## config.mk

```make
export PLATFORM = sky130hd
export DESIGN_NAME = bse_queue
export DESIGN_NICKNAME = d
export VERILOG_FILES = /design/src/bse_pkg.sv /design/src/bse_queue.sv
export SDC_FILE = /design/constraint.sdc
export NUM_CORES = 1
export LEC_CHECK = 0
export BUFFER_PORTS_ARGS = -buffer_cell sky130_fd_sc_hd__buf_4
export CAP_MARGIN = 20
export CORE_MARGIN = 1
export CORE_UTILIZATION = 45
export DETAILED_ROUTE_END_ITERATION = 10
export MAX_ROUTING_LAYER = met4
export PLACE_DENSITY = 0.7
export SYNTH_ARGS = -nofsm -noshare
export SYNTH_HDL_FRONTEND = slang
export SYNTH_SLANG_ARGS = --single-unit
```

## constraint.sdc

```tcl
create_clock -name clk_i -period 2.1 [get_ports clk_i]
set_input_delay 0.21 -clock clk_i [delete_from_list [all_inputs] [get_ports clk_i]]
set_output_delay 0.21 -clock clk_i [all_outputs]
set_load 0.005 [all_outputs]
```

## src/bse_pkg.sv

```systemverilog
// Shared types and constants for the bitmap set engine.
// Used by every module of the block; depends on nothing.
package bse_pkg;

  localparam int CAPACITY   = 4096;
  localparam int WORD_BITS  = 8;
  localparam int BIT_W      = $clog2(WORD_BITS);
  localparam int WORD_COUNT = (CAPACITY + WORD_BITS - 1) / WORD_BITS;
  localparam int ADDR_W     = (WORD_COUNT > 1) ? $clog2(WORD_COUNT) : 1;
  localparam int VALUE_W    = 12;
  localparam int COUNT_W    = 13;
  localparam int QUEUE_DEPTH = 2;
  localparam int QPTR_W     = $clog2(QUEUE_DEPTH);
  localparam int QCNT_W     = $clog2(QUEUE_DEPTH + 1);

  typedef enum logic [1:0] {
    ACT_ADD    = 2'd0,
    ACT_REMOVE = 2'd1,
    ACT_TEST   = 2'd2,
    ACT_FIND   = 2'd3
  } action_e;

  typedef struct packed {
    action_e              action;
    logic [VALUE_W-1:0]   value;
  } req_t;

  typedef struct packed {
    logic                 changed;
    logic                 was_member;
    logic                 found;
    logic [VALUE_W-1:0]   next_member;
    logic [COUNT_W-1:0]   count;
  } rsp_t;

  // A request after classification: word address, bit within the word and range flag.
  typedef struct packed {
    action_e              action;
    logic [ADDR_W-1:0]    word;
    logic [BIT_W-1:0]     bit_idx;
    logic                 in_range;
  } cmd_t;

  typedef struct packed {
    logic                 full;
    logic                 empty;
  } q_status_t;

endpackage

```

## src/bse_queue.sv

```systemverilog
// Short command queue between the front and the back of the bitmap set engine.
// Depends on bse_pkg.
module bse_queue (
  input  logic                 clk_i,
  input  logic                 rst_ni,
  input  logic                 push_i,
  input  bse_pkg::cmd_t        push_data_i,
  input  logic                 pop_i,
  output bse_pkg::cmd_t        head_o,
  output bse_pkg::q_status_t   q_stat_o
);

  bse_pkg::cmd_t                slot_q [bse_pkg::QUEUE_DEPTH];
  logic [bse_pkg::QPTR_W-1:0]   wr_ptr_q, rd_ptr_q;
  logic [bse_pkg::QCNT_W-1:0]   fill_q;

  assign q_stat_o.full  = (fill_q == bse_pkg::QCNT_W'(bse_pkg::QUEUE_DEPTH));
  assign q_stat_o.empty = (fill_q == '0);
  assign head_o         = slot_q[rd_ptr_q];

  always_ff @(posedge clk_i or negedge rst_ni) begin
    if (!rst_ni) begin
      wr_ptr_q <= '0;
      rd_ptr_q <= '0;
      fill_q   <= '0;
    end else begin
      if (push_i) begin
        wr_ptr_q <= (wr_ptr_q == bse_pkg::QPTR_W'(bse_pkg::QUEUE_DEPTH - 1))
                    ? '0 : wr_ptr_q + 1'b1;
      end
      if (pop_i) begin
        rd_ptr_q <= (rd_ptr_q == bse_pkg::QPTR_W'(bse_pkg::QUEUE_DEPTH - 1))
                    ? '0 : rd_ptr_q + 1'b1;
      end
      if (push_i && !pop_i) begin
        fill_q <= fill_q + 1'b1;
      end else if (pop_i && !push_i) begin
        fill_q <= fill_q - 1'b1;
      end
    end
  end

  always_ff @(posedge clk_i) begin
    if (push_i) begin
      slot_q[wr_ptr_q] <= push_data_i;
    end
  end

endmodule

```

==> results.tsv <==
metric	value	unit
fin util	0.607	
full die area	3160	um2
Period Utilization, post-route	0.859	
Slowest cell on crit path	dfrtp_1	
setup_tns	0	ns
CP required	1.89	ns
first-pass GRT wire length	3.35	mm
Final Skew	0.00885	ns
num ports	36	
Synth cell types	13	
sequential share of the synthesized area	0.758	
Sink Count	34	
Final Setup Violations	0	
metal2 WL	1.07	mm
Hold Path Class	input pin to flip-flop	
Inserted Clock Buffers	5	
largest net degree at the start of global routing	16	
initial antenna violation count	0	
H-tree Lvls	2	
Inst Count DP	130	
fin cells	139	
Remaining Overflow, GRT	0	
clock root buffer	clkbuf_4	
critical path class	flip-flop to output port	
drt drc	0	
Post-synth ARST share	0.118	
post-synth top area cell	edfxtp_1	
cell mode on critical path	buf_4	
Initial Utilization	0.479	
FF+latch count, synth	34	
Mapped Area	1320	um2
Synth area leaders	edfxtp_1 (68%), mux2_4 (10%), dfrtp_1 (7.6%)	
Mapped Nets	83	
startpoint types	flip-flop	
Reg clk slew, reported paths	0.10	ns
Hold Slack	0.0634	ns
DR vias/cell	4.86	
CP peak stage delay	0.51	ns
worst slew pin tran	0.713	ns
net count reported at finish	127	
total wire length	2.07	mm
Commonest cells post-synth	edfxtp_1 (30), mux2_4 (9), mux2_2 (6)	
gr usage total	0.153	
status	finished clean	
CORE AREA	2760	um2
clk_lat worst skew	0.32	ns
Post-Route M1 WL	857	um
CTS tree	done	
most frequent cell after synthesis	edfxtp_1	
synthesized instance count	63	
Antenna Nets Post-Route	0	
Placed Area	1610	um2
crit path max fanout	10	
fillers	218	
Place WS	0.631	ns
design area	1670	um2
worst rel slew slack	0.525	
Die Wd	56.2	um
most used flip-flop cell after synthesis	edfxtp_1	
Final Hold Fails	0	
number of global-route vias before repair	710	
Crit. End Element	output port	
cts repair resizes	0	
max-cap violation count	0	
Top Metal Used	met4	
Layout area overhead	26.6	%
setup ws final	0.296	ns
static leakage	0.685	nW
via count	675	
Arr. time, crit path	1.59	ns
CP Cell Sequence	buf_4, mux2_2, buf_4	
Die H	56.2	um
Yosys top cell area share	0.682	
post-DR wirelength/cell	14.9	um
Final Critical Period	1.80	ns
metal3 WL	113	um
layout cells sized above 1	0.537	
pwr dens	1190	nW/um2
# port buffers	35	
diode count	0	
RSZ-0062 raised after global routing	no	
placer congestion estimate	0.589	
Post-synth EDFFs	30	
yosys warns	0	
DRT iter0 DRCs	17	
DRT Pass-1 Iters	4	
max-slew violation count	0	
Core Rows	19	
dpl hpwl	1.45	mm
maximum clock path buffer count	2	
Max rail drop VDD	0.000878	V
Max Freq	554	MHz
overall power	1.99	mW
mean post-synth cell area	21.0	um2
[layout make-up]
class / instances / area [um2] / area share
Sequential cell: 34 / 1000 / 0.598
Clock buffer: 8 / 48.8 / 0.0292
Timing Repair Buffer: 39 / 295 / 0.177
Multi-Input combinational cell: 26 / 285 / 0.171
Inverter: 1 / 3.75 / 0.00224
Tap cell: 31 / 38.8 / 0.0232
[flip-flops by register name, summed over array words and instances, names as in the netlist]
| name | cells |
|---|---|
| rd_ptr_q | 1 |
| wr_ptr_q | 1 |
| slot_q | 30 |
| fill_q | 2 |
[metal layers]
| layer | track usage | vias to the layer above |
|---|---|---|
| met4 | 0.0627 | 0 |
| met2 | 0.241 | 23 |
| met5 | - | - |
| li1 | - | 320 |
| met1 | 0.164 | 327 |
| met3 | 0.0744 | 5 |
[power breakdown]
part           leakage (nW)  switching, mW  total [mW]  internal (mW)
clock                0.0265          0.200       0.334          0.133
combinational         0.331          0.251       0.671          0.420
sequential            0.328         0.0788       0.987          0.908
total                 0.685          0.530        1.99           1.46
[worst max-delay path: cells and delay by family, from the launching register on]
kind | cells | cell delay (ns)
buffers and inverters | 2 | 0.41
flip-flops | 1 | 0.51
multiplexers | 1 | 0.35
[kinds of logic (layout without fill, tap and decap cells)]
group                    Yosys count  count (layout)  share of synthesized area
flip-flops                        34              34                      0.758
multiplexers                      15              15                      0.153
XOR/XNOR                           5               5                     0.0331
AND/OR/NAND/NOR                    5               5                     0.0199
buffers and inverters              3              48                     0.0265
adder cells (fa/ha/maj)            1               1                    0.00947
[cells in the final DEF (no fill, tap or decap), types with 2 or more instances in the layout]
master    synthesis  layout
buf_4             0      38
clkbuf_1          0       3
clkbuf_4          0       5
dfrtp_1           4       4
edfxtp_1         30      30
mux2_2            6       6
mux2_4            9       9
nor2_1            2       2
nor2b_1           2       2
xor2_1            4       4
[final timing paths]
kind,from,endpoint,slack [ns],cells past startpoint
max in group asynchronous,rst_ni,wr_ptr_q,1.78,2
worst min register to register,fill_q[1],fill_q[1],0.50,1
worst min-delay path,pop_i,rd_ptr_q,0.06,2
min in group asynchronous,rst_ni,fill_q[0],0.21,2
worst max register to register,wr_ptr_q,slot_q[1][13],0.73,1
worst max-delay path,rd_ptr_q,head_o[1],0.30,3
[repair_timing]
| item | CTS | global route |
|---|---|---|
| endpoints found under the hold margin | 4 | 0 |
| hold buffers | 1 | 0 |
| setup buffers | 0 | 0 |
| setup endpoints to repair | 0 | 0 |
Note: power is estimated with default switching activity, not from simulation.
